--- src/hdl/prf_pkg.sv ---
// Package for the polynomial root finder: widths, codes, state types.
// No dependencies.
`default_nettype none
package prf_pkg;
  localparam int MAX_ITER_DEF   = 64;
  localparam int FRAC_BITS_DEF  = 16;
  localparam int DATA_WIDTH_DEF = 32;
  localparam int ITER_W         = 7;
  localparam int CFG_AW         = 5;

  typedef enum logic [1:0] {
    METH_BISECT = 2'd0,
    METH_FALSI  = 2'd1,
    METH_NEWTON = 2'd2,
    METH_SPARE  = 2'd3
  } method_t;

  typedef enum logic [1:0] {
    ST_CONV = 2'd0,
    ST_CAP  = 2'd1,
    ST_ZDEN = 2'd2
  } status_t;

  typedef enum logic [2:0] {
    REG_METHOD = 3'd0,
    REG_TOL    = 3'd1,
    REG_C0     = 3'd2,
    REG_C1     = 3'd3,
    REG_C2     = 3'd4,
    REG_C3     = 3'd5,
    REG_C4     = 3'd6,
    REG_C5     = 3'd7
  } reg_idx_t;

  // Datapath operations of the shared unit
  typedef enum logic [2:0] {
    OP_MUL  = 3'd0,
    OP_ADD  = 3'd1,
    OP_SUB  = 3'd2,
    OP_DIV  = 3'd3,
    OP_MID  = 3'd4
  } op_t;

  typedef enum logic [4:0] {
    S_IDLE, S_START, S_FX_EVAL, S_CHECK, S_D_EVAL, S_NEWT_DIV, S_NEWT_SUB,
    S_FA_EVAL, S_FB_EVAL, S_DEN, S_BA, S_RF_DIV, S_RF_SUB, S_MID, S_FX2_EVAL,
    S_SIGN, S_REFX, S_OUT
  } seq_state_t;

  typedef enum logic [1:0] {
    H_IDLE, H_MUL, H_ADD, H_DONE
  } horner_state_t;
endpackage
`default_nettype wire

--- src/hdl/prf_stream_if.sv ---
// Valid/ready channel interface carrying one word of payload.
// Depends on nothing.
`default_nettype none
interface prf_stream_if #(parameter int W = 32);
  logic         valid;
  logic         ready;
  logic [W-1:0] data;
  modport source (output valid, output data, input ready);
  modport sink   (input valid, input data, output ready);
endinterface
`default_nettype wire

--- src/hdl/prf_alu.sv ---
// Shared saturating fixed-point unit: multiply, add, subtract, midpoint.
// Also holds the serial restoring divider for p*q/d. Uses prf_pkg.
`default_nettype none
module prf_alu #(
  parameter int DW = 32,
  parameter int FB = 16
) (
  input  wire logic            clk,
  input  wire logic            rst_n,
  input  wire logic            start,
  input  wire prf_pkg::op_t    op,
  input  wire logic [DW-1:0]   a,
  input  wire logic [DW-1:0]   b,
  input  wire logic [DW-1:0]   d,
  output logic                 done,
  output logic [DW-1:0]        y
);
  import prf_pkg::*;
  localparam int PW = 2 * DW;
  localparam int CW = $clog2(PW + 1);
  localparam logic [DW-1:0] VMAX = {1'b0, {(DW-1){1'b1}}};
  localparam logic [DW-1:0] VMIN = {1'b1, {(DW-1){1'b0}}};

  logic          busy_r, busy_nxt;
  logic [1:0]    ph_r, ph_nxt;
  op_t           op_r, op_nxt;
  logic [DW-1:0] a_r, a_nxt, b_r, b_nxt, y_r, y_nxt;
  logic [PW-1:0] prod_r, prod_nxt;
  logic [DW:0]   den_r, den_nxt, rem_r, rem_nxt;
  logic [PW-1:0] q_r, q_nxt;
  logic [CW-1:0] cnt_r, cnt_nxt;
  logic          neg_r, neg_nxt, done_r, done_nxt;

  function automatic logic [DW-1:0] mag_f(input logic [DW-1:0] v);
    mag_f = v[DW-1] ? (~v + 1'b1) : v;
  endfunction

  // magnitude plus sign to saturated word
  function automatic logic [DW-1:0] sat_f(input logic neg, input logic [PW-1:0] m);
    logic big;
    big = (m[PW-1:DW-1] != '0);
    if (!neg) sat_f = big ? VMAX : m[DW-1:0];
    else if (big && (m != {{(PW-DW){1'b0}}, VMIN})) sat_f = VMIN;
    else sat_f = ~m[DW-1:0] + 1'b1;
  endfunction

  logic [DW:0]   sum_w, dif_w;
  logic [PW-1:0] rnd_w;
  logic [DW:0]   trial_w;
  logic [DW:0]   sh_w;

  always_comb begin
    sum_w   = {a[DW-1], a} + {b[DW-1], b};
    dif_w   = {a[DW-1], a} - {b[DW-1], b};
    rnd_w   = prod_r + (PW'(1) << (FB - 1));
    sh_w    = {rem_r[DW-1:0], prod_r[PW-1]};
    trial_w = sh_w - den_r;
  end

  always_comb begin
    busy_nxt = busy_r; ph_nxt = ph_r; op_nxt = op_r; a_nxt = a_r; b_nxt = b_r;
    y_nxt = y_r; prod_nxt = prod_r; den_nxt = den_r; rem_nxt = rem_r;
    q_nxt = q_r; cnt_nxt = cnt_r; neg_nxt = neg_r; done_nxt = 1'b0;
    if (start) begin
      op_nxt = op;
      neg_nxt = a[DW-1] ^ b[DW-1];
      a_nxt = mag_f(a); b_nxt = mag_f(b);
      case (op)
        OP_ADD: begin
          y_nxt = (sum_w[DW] != sum_w[DW-1]) ? (sum_w[DW] ? VMIN : VMAX) : sum_w[DW-1:0];
          done_nxt = 1'b1;
        end
        OP_SUB: begin
          y_nxt = (dif_w[DW] != dif_w[DW-1]) ? (dif_w[DW] ? VMIN : VMAX) : dif_w[DW-1:0];
          done_nxt = 1'b1;
        end
        OP_MID: begin
          y_nxt = sum_w[DW:1];
          done_nxt = 1'b1;
        end
        OP_DIV: begin
          neg_nxt = a[DW-1] ^ b[DW-1] ^ d[DW-1];
          den_nxt = {1'b0, mag_f(d)};
          busy_nxt = 1'b1; ph_nxt = 2'd0;
        end
        default: begin
          busy_nxt = 1'b1; ph_nxt = 2'd0;
        end
      endcase
    end else if (busy_r) begin
      case (ph_r)
        2'd0: begin
          // one registered multiply of magnitudes
          prod_nxt = PW'(a_r) * PW'(b_r);
          ph_nxt = 2'd1;
        end
        2'd1: begin
          if (op_r == OP_MUL) begin
            y_nxt = sat_f(neg_r, PW'(rnd_w >> FB));
            busy_nxt = 1'b0; done_nxt = 1'b1;
          end else begin
            if (prod_r == '0) neg_nxt = 1'b0;
            rem_nxt = '0; q_nxt = '0; cnt_nxt = CW'(PW);
            ph_nxt = 2'd2;
          end
        end
        2'd2: begin
          // one quotient bit a cycle
          if (!trial_w[DW]) begin
            rem_nxt = trial_w; q_nxt = {q_r[PW-2:0], 1'b1};
          end else begin
            rem_nxt = sh_w; q_nxt = {q_r[PW-2:0], 1'b0};
          end
          prod_nxt = {prod_r[PW-2:0], 1'b0};
          cnt_nxt = cnt_r - 1'b1;
          if (cnt_r == CW'(1)) ph_nxt = 2'd3;
        end
        default: begin
          y_nxt = sat_f(neg_r, q_r);
          busy_nxt = 1'b0; done_nxt = 1'b1;
        end
      endcase
    end
  end

  always_ff @(posedge clk) begin
    if (!rst_n) begin
      busy_r <= 1'b0; done_r <= 1'b0;
    end else begin
      busy_r <= busy_nxt; done_r <= done_nxt;
    end
    ph_r <= ph_nxt; op_r <= op_nxt; a_r <= a_nxt; b_r <= b_nxt; y_r <= y_nxt;
    prod_r <= prod_nxt; den_r <= den_nxt; rem_r <= rem_nxt; q_r <= q_nxt;
    cnt_r <= cnt_nxt; neg_r <= neg_nxt;
  end

  assign done = done_r;
  assign y    = y_r;
endmodule
`default_nettype wire

--- src/hdl/prf_horner.sv ---
// Horner sequencer: evaluates p(x) or p'(x) through the shared unit.
// Uses prf_pkg and is wired to prf_alu by the top level.
`default_nettype none
module prf_horner #(
  parameter int DW = 32
) (
  input  wire logic                 clk,
  input  wire logic                 rst_n,
  input  wire logic                 start,
  input  wire logic                 deriv,
  input  wire logic [DW-1:0]        x,
  input  wire logic [6*DW-1:0]      coefs,
  output logic                      done,
  output logic [DW-1:0]             val,
  output logic                      alu_start,
  output prf_pkg::op_t              alu_op,
  output logic [DW-1:0]             alu_a,
  output logic [DW-1:0]             alu_b,
  input  wire logic                 alu_done,
  input  wire logic [DW-1:0]        alu_y
);
  import prf_pkg::*;
  localparam logic [DW-1:0] VMAX = {1'b0, {(DW-1){1'b1}}};
  localparam logic [DW-1:0] VMIN = {1'b1, {(DW-1){1'b0}}};

  horner_state_t st_r, st_nxt;
  logic [2:0]    k_r, k_nxt;
  logic [DW-1:0] acc_r, acc_nxt, x_r, x_nxt;
  logic          der_r, der_nxt, go_r, go_nxt;

  function automatic logic [DW-1:0] cf(input logic [6*DW-1:0] c, input logic [2:0] i);
    cf = c[i*DW +: DW];
  endfunction

  // k*coef_k saturated: k is at most 5, so a wider product and clamp is exact
  function automatic logic [DW-1:0] dcf(input logic [6*DW-1:0] c, input logic [2:0] i);
    logic signed [DW+3:0] s;
    s = $signed({{4{c[i*DW+DW-1]}}, c[i*DW +: DW]}) * $signed({1'b0, 3'(i)});
    if (s > $signed({{4{1'b0}}, VMAX})) dcf = VMAX;
    else if (s < $signed({{4{1'b1}}, VMIN})) dcf = VMIN;
    else dcf = s[DW-1:0];
  endfunction

  logic [DW-1:0] term_w;
  assign term_w = der_r ? dcf(coefs, k_r) : cf(coefs, k_r);

  always_comb begin
    st_nxt = st_r; k_nxt = k_r; acc_nxt = acc_r; x_nxt = x_r; der_nxt = der_r;
    go_nxt = 1'b0; done = 1'b0;
    alu_op = OP_MUL; alu_a = acc_r; alu_b = x_r;
    case (st_r)
      H_IDLE: begin
        if (start) begin
          x_nxt = x; der_nxt = deriv;
          acc_nxt = deriv ? dcf(coefs, 3'd5) : cf(coefs, 3'd5);
          k_nxt = 3'd4;
          go_nxt = 1'b1; st_nxt = H_MUL;
        end
      end
      H_MUL: begin
        if (alu_done) begin
          acc_nxt = alu_y; go_nxt = 1'b1; st_nxt = H_ADD;
        end
      end
      H_ADD: begin
        alu_op = OP_ADD; alu_b = term_w;
        if (alu_done) begin
          acc_nxt = alu_y;
          if (k_r == (der_r ? 3'd1 : 3'd0)) st_nxt = H_DONE;
          else begin
            k_nxt = k_r - 1'b1; go_nxt = 1'b1; st_nxt = H_MUL;
          end
        end
      end
      default: begin
        done = 1'b1; st_nxt = H_IDLE;
      end
    endcase
  end

  always_ff @(posedge clk) begin
    if (!rst_n) begin
      st_r <= H_IDLE; go_r <= 1'b0;
    end else begin
      st_r <= st_nxt; go_r <= go_nxt;
    end
    k_r <= k_nxt; acc_r <= acc_nxt; x_r <= x_nxt; der_r <= der_nxt;
  end

  assign alu_start = go_r;
  assign val       = acc_r;
endmodule
`default_nettype wire

--- src/hdl/polynomial_root_finder.sv ---
// Top level of the polynomial root finder: APB registers, request sequencer,
// Horner sequencer and shared arithmetic unit. Uses prf_pkg, prf_stream_if.
//
// Finds one root of a degree-5 Q16.16 polynomial by bisection, regula falsi
// or Newton (register method), stopping when |p(x)| <= tolerance, at
// MAX_ITER steps, or on a zero denominator. One word is taken at a time; the
// block is busy until the result word is taken. All arithmetic runs through
// one shared saturating unit: a multiply passes a registered product and a
// rounding step, an add gives a registered result, and a division works one
// quotient bit a cycle over the 64-bit product. A Horner pass runs a multiply
// and an add per coefficient. The total time grows with the iteration count,
// plus any wait on the result side.
`default_nettype none
module polynomial_root_finder #(
  parameter int MAX_ITER   = prf_pkg::MAX_ITER_DEF,
  parameter int FRAC_BITS  = prf_pkg::FRAC_BITS_DEF
) (
  input  wire logic                         clk,
  input  wire logic                         rst_n,
  prf_stream_if.sink                        in_ch,
  prf_stream_if.source                      out_ch,
  input  wire logic                         cfg_psel,
  input  wire logic                         cfg_penable,
  input  wire logic                         cfg_pwrite,
  input  wire logic [prf_pkg::CFG_AW-1:0]   cfg_paddr,
  input  wire logic [31:0]                  cfg_pwdata,
  output logic [31:0]                       cfg_prdata,
  output logic                              cfg_pready
);
  import prf_pkg::*;
  localparam int DW = DATA_WIDTH_DEF;
  localparam logic [DW-1:0] ONE = DW'(1) << FRAC_BITS;

  // ---------------- registers
  logic [1:0]     method_r;
  logic [30:0]    tol_r;
  logic [DW-1:0]  coef_r [6];
  logic [6*DW-1:0] coefs_w;
  reg_idx_t       widx;
  logic           wr;

  assign widx = reg_idx_t'(cfg_paddr[4:2]);
  assign wr   = cfg_psel && cfg_penable && cfg_pwrite;
  assign cfg_pready = 1'b1;

  always_ff @(posedge clk) begin
    if (!rst_n) begin
      method_r <= METH_BISECT;
      tol_r <= 31'd66;
      for (int i = 0; i < 6; i++) coef_r[i] <= '0;
    end else if (wr) begin
      case (widx)
        REG_METHOD: method_r <= cfg_pwdata[1:0];
        REG_TOL:    tol_r <= cfg_pwdata[30:0];
        default:    coef_r[widx - REG_C0] <= DW'(signed'(cfg_pwdata));
      endcase
    end
  end

  always_comb begin
    for (int i = 0; i < 6; i++) coefs_w[i*DW +: DW] = coef_r[i];
    case (widx)
      REG_METHOD: cfg_prdata = {30'd0, method_r};
      REG_TOL:    cfg_prdata = {1'b0, tol_r};
      default:    cfg_prdata = 32'(coef_r[widx - REG_C0]);
    endcase
  end

  // ---------------- shared unit and Horner sequencer
  logic          h_start, h_deriv, h_done;
  logic [DW-1:0] h_x, h_val;
  logic          ha_start, sa_start, alu_start, alu_done;
  op_t           ha_op, sa_op, alu_op;
  logic [DW-1:0] ha_a, ha_b, sa_a, sa_b, sa_d, alu_a, alu_b, alu_y;
  logic          h_busy;

  prf_horner #(.DW(DW)) u_horner (
    .clk, .rst_n, .start(h_start), .deriv(h_deriv), .x(h_x), .coefs(coefs_w),
    .done(h_done), .val(h_val), .alu_start(ha_start), .alu_op(ha_op),
    .alu_a(ha_a), .alu_b(ha_b), .alu_done(alu_done), .alu_y(alu_y)
  );

  assign alu_start = ha_start | sa_start;
  assign alu_op    = h_busy ? ha_op : sa_op;
  assign alu_a     = h_busy ? ha_a : sa_a;
  assign alu_b     = h_busy ? ha_b : sa_b;

  prf_alu #(.DW(DW), .FB(FRAC_BITS)) u_alu (
    .clk, .rst_n, .start(alu_start), .op(alu_op), .a(alu_a), .b(alu_b),
    .d(sa_d), .done(alu_done), .y(alu_y)
  );

  // ---------------- request sequencer
  seq_state_t    st_r, st_nxt;
  logic [DW-1:0] a_r, a_nxt, b_r, b_nxt, x_r, x_nxt, fx_r, fx_nxt;
  logic [DW-1:0] fa_r, fa_nxt, t_r, t_nxt, u_r, u_nxt;
  logic [10:0]   n_r, n_nxt;
  status_t       stat_r, stat_nxt;
  logic          wait_r, wait_nxt;
  logic [DW-1:0] start_pt;
  logic [DW-1:0] fx_mag;

  assign start_pt = in_ch.data[3*DW-1 -: DW];
  assign fx_mag   = fx_r[DW-1] ? (~fx_r + 1'b1) : fx_r;
  assign h_busy   = (st_r == S_FX_EVAL) || (st_r == S_D_EVAL) || (st_r == S_FA_EVAL)
                 || (st_r == S_FB_EVAL) || (st_r == S_FX2_EVAL) || (st_r == S_REFX);
  assign in_ch.ready  = (st_r == S_IDLE);
  assign out_ch.valid = (st_r == S_OUT);
  assign out_ch.data  = {x_r, fx_r, ITER_W'(n_r), stat_r};

  always_comb begin
    st_nxt = st_r; a_nxt = a_r; b_nxt = b_r; x_nxt = x_r; fx_nxt = fx_r;
    fa_nxt = fa_r; t_nxt = t_r; u_nxt = u_r; n_nxt = n_r; stat_nxt = stat_r;
    wait_nxt = wait_r;
    h_start = 1'b0; h_deriv = 1'b0; h_x = x_r;
    sa_start = 1'b0; sa_op = OP_ADD; sa_a = '0; sa_b = '0; sa_d = u_r;
    case (st_r)
      S_IDLE: begin
        if (in_ch.valid) begin
          a_nxt = in_ch.data[DW-1:0];
          b_nxt = in_ch.data[2*DW-1:DW];
          x_nxt = (method_r == METH_NEWTON) ? start_pt : in_ch.data[2*DW-1:DW];
          n_nxt = '0; stat_nxt = ST_CONV; wait_nxt = 1'b0;
          st_nxt = S_FX_EVAL;
        end
      end
      S_FX_EVAL, S_REFX: begin
        h_x = x_r;
        if (!wait_r) begin h_start = 1'b1; wait_nxt = 1'b1; end
        else if (h_done) begin fx_nxt = h_val; wait_nxt = 1'b0; st_nxt = S_CHECK; end
      end
      S_CHECK: begin
        if ({{(DW-31){1'b0}}, tol_r} >= fx_mag) st_nxt = S_OUT;
        else if (n_r >= 11'(MAX_ITER)) begin stat_nxt = ST_CAP; st_nxt = S_OUT; end
        else if (method_r == METH_NEWTON) st_nxt = S_D_EVAL;
        else st_nxt = S_FA_EVAL;
      end
      S_D_EVAL: begin
        h_x = x_r; h_deriv = 1'b1;
        if (!wait_r) begin h_start = 1'b1; wait_nxt = 1'b1; end
        else if (h_done) begin
          wait_nxt = 1'b0; u_nxt = h_val;
          if (h_val == '0) begin stat_nxt = ST_ZDEN; st_nxt = S_OUT; end
          else st_nxt = S_NEWT_DIV;
        end
      end
      S_NEWT_DIV: begin
        sa_op = OP_DIV; sa_a = fx_r; sa_b = ONE; sa_d = u_r;
        if (!wait_r) begin sa_start = 1'b1; wait_nxt = 1'b1; end
        else if (alu_done) begin t_nxt = alu_y; wait_nxt = 1'b0; st_nxt = S_NEWT_SUB; end
      end
      S_NEWT_SUB: begin
        sa_op = OP_SUB; sa_a = x_r; sa_b = t_r;
        if (!wait_r) begin sa_start = 1'b1; wait_nxt = 1'b1; end
        else if (alu_done) begin
          x_nxt = alu_y; wait_nxt = 1'b0; n_nxt = n_r + 1'b1; st_nxt = S_REFX;
        end
      end
      S_FA_EVAL: begin
        h_x = a_r;
        if (!wait_r) begin h_start = 1'b1; wait_nxt = 1'b1; end
        else if (h_done) begin
          fa_nxt = h_val; wait_nxt = 1'b0;
          st_nxt = (method_r == METH_FALSI) ? S_FB_EVAL : S_MID;
        end
      end
      S_FB_EVAL: begin
        h_x = b_r;
        if (!wait_r) begin h_start = 1'b1; wait_nxt = 1'b1; end
        else if (h_done) begin t_nxt = h_val; wait_nxt = 1'b0; st_nxt = S_DEN; end
      end
      S_DEN: begin
        sa_op = OP_SUB; sa_a = t_r; sa_b = fa_r;
        if (!wait_r) begin sa_start = 1'b1; wait_nxt = 1'b1; end
        else if (alu_done) begin
          u_nxt = alu_y; wait_nxt = 1'b0;
          if (alu_y == '0) begin stat_nxt = ST_ZDEN; st_nxt = S_OUT; end
          else st_nxt = S_BA;
        end
      end
      S_BA: begin
        sa_op = OP_SUB; sa_a = b_r; sa_b = a_r;
        if (!wait_r) begin sa_start = 1'b1; wait_nxt = 1'b1; end
        else if (alu_done) begin t_nxt = alu_y; wait_nxt = 1'b0; st_nxt = S_RF_DIV; end
      end
      S_RF_DIV: begin
        sa_op = OP_DIV; sa_a = fa_r; sa_b = t_r; sa_d = u_r;
        if (!wait_r) begin sa_start = 1'b1; wait_nxt = 1'b1; end
        else if (alu_done) begin t_nxt = alu_y; wait_nxt = 1'b0; st_nxt = S_RF_SUB; end
      end
      S_RF_SUB: begin
        sa_op = OP_SUB; sa_a = a_r; sa_b = t_r;
        if (!wait_r) begin sa_start = 1'b1; wait_nxt = 1'b1; end
        else if (alu_done) begin x_nxt = alu_y; wait_nxt = 1'b0; st_nxt = S_FX2_EVAL; end
      end
      S_MID: begin
        sa_op = OP_MID; sa_a = a_r; sa_b = b_r;
        if (!wait_r) begin sa_start = 1'b1; wait_nxt = 1'b1; end
        else if (alu_done) begin x_nxt = alu_y; wait_nxt = 1'b0; st_nxt = S_FX2_EVAL; end
      end
      S_FX2_EVAL: begin
        h_x = x_r;
        if (!wait_r) begin h_start = 1'b1; wait_nxt = 1'b1; end
        else if (h_done) begin fx_nxt = h_val; wait_nxt = 1'b0; st_nxt = S_SIGN; end
      end
      S_SIGN: begin
        // b moves only on a strict sign change between p(a) and p(x)
        if (fa_r != '0 && fx_r != '0 && (fa_r[DW-1] != fx_r[DW-1])) b_nxt = x_r;
        else a_nxt = x_r;
        n_nxt = n_r + 1'b1;
        st_nxt = S_REFX;
      end
      S_OUT: begin
        if (out_ch.ready) st_nxt = S_IDLE;
      end
      default: st_nxt = S_IDLE;
    endcase
  end

  always_ff @(posedge clk) begin
    if (!rst_n) begin
      st_r <= S_IDLE; wait_r <= 1'b0;
    end else begin
      st_r <= st_nxt; wait_r <= wait_nxt;
    end
    a_r <= a_nxt; b_r <= b_nxt; x_r <= x_nxt; fx_r <= fx_nxt; fa_r <= fa_nxt;
    t_r <= t_nxt; u_r <= u_nxt; n_r <= n_nxt; stat_r <= stat_nxt;
  end
endmodule
`default_nettype wire

--- src/flat_wrapper.sv ---
// flat-port wrapper written by rule: the top's interface ports become plain ports
module polynomial_root_finder_flat import prf_pkg::*;
#(
  parameter int MAX_ITER   = prf_pkg::MAX_ITER_DEF,
  parameter int FRAC_BITS  = prf_pkg::FRAC_BITS_DEF
)
  (clk, rst_n, cfg_psel, cfg_penable, cfg_pwrite, cfg_paddr, cfg_pwdata, cfg_prdata, cfg_pready, in_ch_valid, in_ch_data, in_ch_ready, out_ch_valid, out_ch_data, out_ch_ready);
  prf_stream_if #(.W(96)) in_ch_i ();
  prf_stream_if #(.W(73)) out_ch_i ();
  input  wire logic clk;
  input  wire logic rst_n;
  input  wire logic cfg_psel;
  input  wire logic cfg_penable;
  input  wire logic cfg_pwrite;
  input  wire logic [prf_pkg::CFG_AW-1:0] cfg_paddr;
  input  wire logic [31:0] cfg_pwdata;
  output logic [31:0] cfg_prdata;
  output logic cfg_pready;
  input wire logic [$bits(in_ch_i.valid)-1:0] in_ch_valid;
  input wire logic [$bits(in_ch_i.data)-1:0] in_ch_data;
  output wire logic [$bits(in_ch_i.ready)-1:0] in_ch_ready;
  output wire logic [$bits(out_ch_i.valid)-1:0] out_ch_valid;
  output wire logic [$bits(out_ch_i.data)-1:0] out_ch_data;
  input wire logic [$bits(out_ch_i.ready)-1:0] out_ch_ready;
  assign in_ch_i.valid = in_ch_valid;
  assign in_ch_i.data = in_ch_data;
  assign in_ch_ready = in_ch_i.ready;
  assign out_ch_valid = out_ch_i.valid;
  assign out_ch_data = out_ch_i.data;
  assign out_ch_i.ready = out_ch_ready;
  polynomial_root_finder #(.MAX_ITER(MAX_ITER), .FRAC_BITS(FRAC_BITS)) u_core (.clk(clk), .rst_n(rst_n), .in_ch(in_ch_i), .out_ch(out_ch_i), .cfg_psel(cfg_psel), .cfg_penable(cfg_penable), .cfg_pwrite(cfg_pwrite), .cfg_paddr(cfg_paddr), .cfg_pwdata(cfg_pwdata), .cfg_prdata(cfg_prdata), .cfg_pready(cfg_pready));
endmodule
--- config.mk ---
export PLATFORM = sky130hd
export DESIGN_NAME = polynomial_root_finder_flat
export DESIGN_NICKNAME = d
export VERILOG_FILES = /design/src/hdl/prf_pkg.sv /design/src/hdl/prf_stream_if.sv /design/src/hdl/prf_alu.sv /design/src/hdl/prf_horner.sv /design/src/hdl/polynomial_root_finder.sv /design/src/flat_wrapper.sv
export SDC_FILE = /design/constraint.sdc
export NUM_CORES = 2
export LEC_CHECK = 0
export BUFFER_PORTS_ARGS = -buffer_cell sky130_fd_sc_hd__buf_2
export CAP_MARGIN = 40
export CORE_ASPECT_RATIO = 0.9
export CORE_UTILIZATION = 55
export DETAILED_ROUTE_END_ITERATION = 10
export HOLD_SLACK_MARGIN = 0.05
export PLACE_DENSITY = 0.72
export SETUP_SLACK_MARGIN = 0.5
export SLEW_MARGIN = 20
export SYNTH_ARGS = -nofsm -noshare
export SYNTH_HDL_FRONTEND = slang
export SYNTH_SLANG_ARGS = --single-unit
--- constraint.sdc ---
create_clock -name clk -period 14.35 [get_ports clk]
set_input_delay 1.435 -clock clk [delete_from_list [all_inputs] [get_ports clk]]
set_output_delay 1.435 -clock clk [all_outputs]
set_load 0.05 [all_outputs]
==> impl_metrics.py <==
metrics = {
    "run_status": {
        "status": "complete, no violations",
    },
    "sta": {
        "fin_crit_sh_pct": 81.88,
        "worst_pin_slew_ps": 1092,
        "hold_violations": 0,
        "relSlewSlack_pct": 27.20,
        "min_period_ps": 11750,
        "final.setup.tns_ps": 0,
        "slew_violations": 0,
        "fin_skew_ps": 62.41,
        "setup_violations": 0,
        "rsz0062_at_grt": "false",
        "clock.fmax_mhz": 85.11,
    },
    "job": {
        "drv_cap": 0,
    },
    "cts": {
        "postCtsHoldBufs": 0,
        "insertion_delay_ps": 770,
        "root_buffer": "clkbuf_16",
        "cts_setup_buffers": 0,
        "htree_levels": 3,
        "numCtsBuffers": 100,
        "cts_tree": "built",
        "ctsResizeCount": 0,
        "clkTransAtPathRegs_ps": 60,
        "clock_sinks": 906,
        "cts.path.max_buffers": 3,
    },
    "floorplanning": {
        "die_area_um2": 168100,
        "placementRows": 141,
        "io_pins": 248,
        "die_w_um": 432.1,
        "core_region_area_um2": 164800,
        "start_util_pct": 55.57,
        "dieHeight_um": 389.1,
    },
    "drt": {
        "wl_um": 306500,
        "wl_per_cell_um": 25.40,
        "ant_nets": 0,
        "drc_errors": 0,
        "vias": 74370,
        "via_per_inst": 6.162,
        "first_pass_iters": 9,
        "first_iter_violations": 7900,
    },
    "yosys": {
        "synth_area_um2": 91560,
        "syn_nets": 11360,
        "yosysSeqAreaShare_pct": 29.23,
        "avgSynthCellArea_um2": 9.393,
        "netlist_instances": 9748,
        "synth_edf_count": 862,
        "synth_top_area_share_pct": 28.27,
        "synth_cell_type_count": 84,
        "yosysWarningCount": 0,
        "synth_top_flop_cell": "edfxtp_1",
        "yosys.area.top_type": "edfxtp_1",
        "synthArstFlopShare_pct": 0,
        "synth_area_leaders": "edfxtp_1 (28%), fa_1 (20%), ha_1 (7.4%)",
        "synth-seq-cells": 906,
    },
    "global_route": {
        "grt_pass1_vias": 74830,
        "grt_max_degree": 89,
        "grt_pass1_wl_um": 460200,
        "overflow": 0,
        "grt_antenna_before_repair": 11,
        "grt_use_total_pct": 36.42,
    },
    "layout": {
        "syn2layout_area_growth_pct": 8.295,
        "register_area_um2": 26770,
        "final_nets": 11380,
        "fillers": 14050,
        "multi_input_area_um2": 58060,
        "mostFrequentLayoutCells": "nand2_1 (1714), inv_1 (1314), fa_1 (932)",
        "final_common_cell": "nand2_1",
        "drive_gt1_share_pct": 8.772,
    },
    "worst_setup_path": {
        "rr_worst_depth": 41,
        "r2r_slack_ps": 2600,
        "cp-startpoint": "u_core.u_horner.k_r[1]",
        "cp-endpoint": "u_core.u_alu.y[20]",
        "critPathCaptureType": "flop",
        "r2r-start": "u_core.u_horner.k_r[1]",
        "cp-start-kind": "flop",
        "worstSetupPathType": "flop to flop",
        "crit_fanout": 35,
        "max_stage_delay_ps": 740,
        "worst_path_max_delay_cell": "o31ai_1",
        "worstReg2RegEnd": "u_core.u_alu.y[20]",
        "worst-endpoint-required_ps": 14920,
        "cp.arrival_ps": 12320,
        "timing.critical_path.mode_cell": "buf_4",
    },
    "worst_hold_path": {
        "hp-class": "flop to flop",
    },
    "place": {
        "dp_hpwl_um": 233900,
        "io_buffer_count": 244,
        "gp_congestion": 1.017,
    },
}
sequential cells by signal, summed over array words and instances (netlist names), 7 cells and up:
register,count
u_core.coef_r,256
u_core.u_alu.a_r,32
u_core.n_r,11
u_core.tol_r,31
u_core.u_alu.rem_r,32
u_core.u_alu.prod_r,64
u_core.b_r,32
u_core.x_r,32
u_core.u_alu.den_r,32
u_core.t_r,32
u_core.u_horner.x_r,32
u_core.fa_r,32
u_core.a_r,32
u_core.fx_r,32
u_core.sa_d,32
u_core.u_alu.q_r,64
u_core.u_horner.alu_a,32
u_core.u_alu.cnt_r,7
u_core.u_alu.y,32
u_core.u_alu.b_r,32
cell families after synthesis:
kind of cell / after synthesis / synth area share [%]
xor gates and xnor gates: 383 / 3.664
muxes: 272 / 4.333
and+or+nand+nor: 3274 / 16.22
buffers and inverters: 1861 / 7.666
DFF: 906 / 29.23
other: 1 / 0.004095
adders and majority gates: 1475 / 27.80
AOI/OAI and AO/OA: 1576 / 11.08
worst max-delay path: cells and delay by family (launching register included):
| kind | cells | cell delay (ps) |
|---|---|---|
| AOI/OAI and AO/OA | 20 | 6360 |
| xor gates and xnor gates | 1 | 130 |
| adders and majority gates | 3 | 1350 |
| buffers and inverters | 10 | 2020 |
| DFF | 1 | 360 |
| and+or+nand+nor | 7 | 1280 |
cell type report:
| type | instances | share of cell area (%) |
|---|---|---|
| antenna | 3 | 0.007571 |
| clock buffer | 107 | 2.550 |
| clock inverter | 78 | 0.9918 |
| inverter | 1321 | 5.002 |
| multi-input combinational | 6981 | 58.56 |
| sequential | 906 | 26.99 |
| tap | 2216 | 2.796 |
| timing repair buffer | 456 | 3.103 |
per-stage QoR:
step / std cells / hold WS, ps / util [%] / cell area [um2] / worst slack (ps)
floorplan: 9748 / 426.4 / - / 91560 / 3986
finish: 12070 / 454.5 / 60.18 / 99160 / 2600
global route: 12070 / 473.3 / 60.17 / 99150 / 1809
detailed placement: 11870 / 438.6 / 57.95 / 95490 / 2864
CTS: 12060 / 452.9 / 60.08 / 99010 / 2787
global placement: 11840 / 452.5 / 57.73 / 95120 / 2286
cell usage after synthesis, types with 25 or more instances:
library cell,count
edfxtp_1,862
nand4_1,54
o21bai_1,40
buf_1,42
nand3_1,122
and2_1,379
a31oi_1,50
o211ai_1,27
or4_1,25
clkbuf_1,487
nor4_1,70
o21a_1,30
or2_2,26
a221o_1,26
xor2_1,116
a21oi_1,399
inv_1,1315
nor2b_1,74
xnor2_1,267
nand2b_1,56
nor3_1,118
a22oi_1,141
nor2_1,490
nand2_1,1716
a211oi_1,35
dfxtp_1,44
mux4_2,95
a21o_1,95
o22ai_1,31
ha_1,543
o31ai_1,48
fa_1,932
and3_1,35
a21boi_0,48
a221oi_1,47
mux2i_1,132
mux2_2,45
o21ai_0,390
or3_1,44
layer usage:
metal / vias to the layer above / global-route usage, % / part of all wire (%)
met5: - / 0 / 0.034
met4: 16 / 23.03 / 7.4
met3: 899 / 7.855 / 9.8
met2: 3897 / 57.63 / 45
met1: 37000 / 45.43 / 37
li1: 32550 / - / -
how the worst min path moves through the flow:
stage | from | end | slack (ps) | cells after the start
floorplan | u_core.sa_d[0] | u_core.u_alu.den_r[0] | 430 | 0
global placement | u_core.sa_d[0] | u_core.u_alu.den_r[0] | 450 | 0
detailed placement | u_core.sa_d[0] | u_core.u_alu.den_r[0] | 440 | 0
CTS | u_core.sa_d[0] | u_core.u_alu.den_r[0] | 450 | 0
global route | u_core.sa_d[0] | u_core.u_alu.den_r[0] | 470 | 0
finish | u_core.sa_d[0] | u_core.u_alu.den_r[0] | 450 | 0
Power is left out: the tool's default activity adds up to more than one toggle a clock period on the data nets, which glitch-free logic cannot reach.
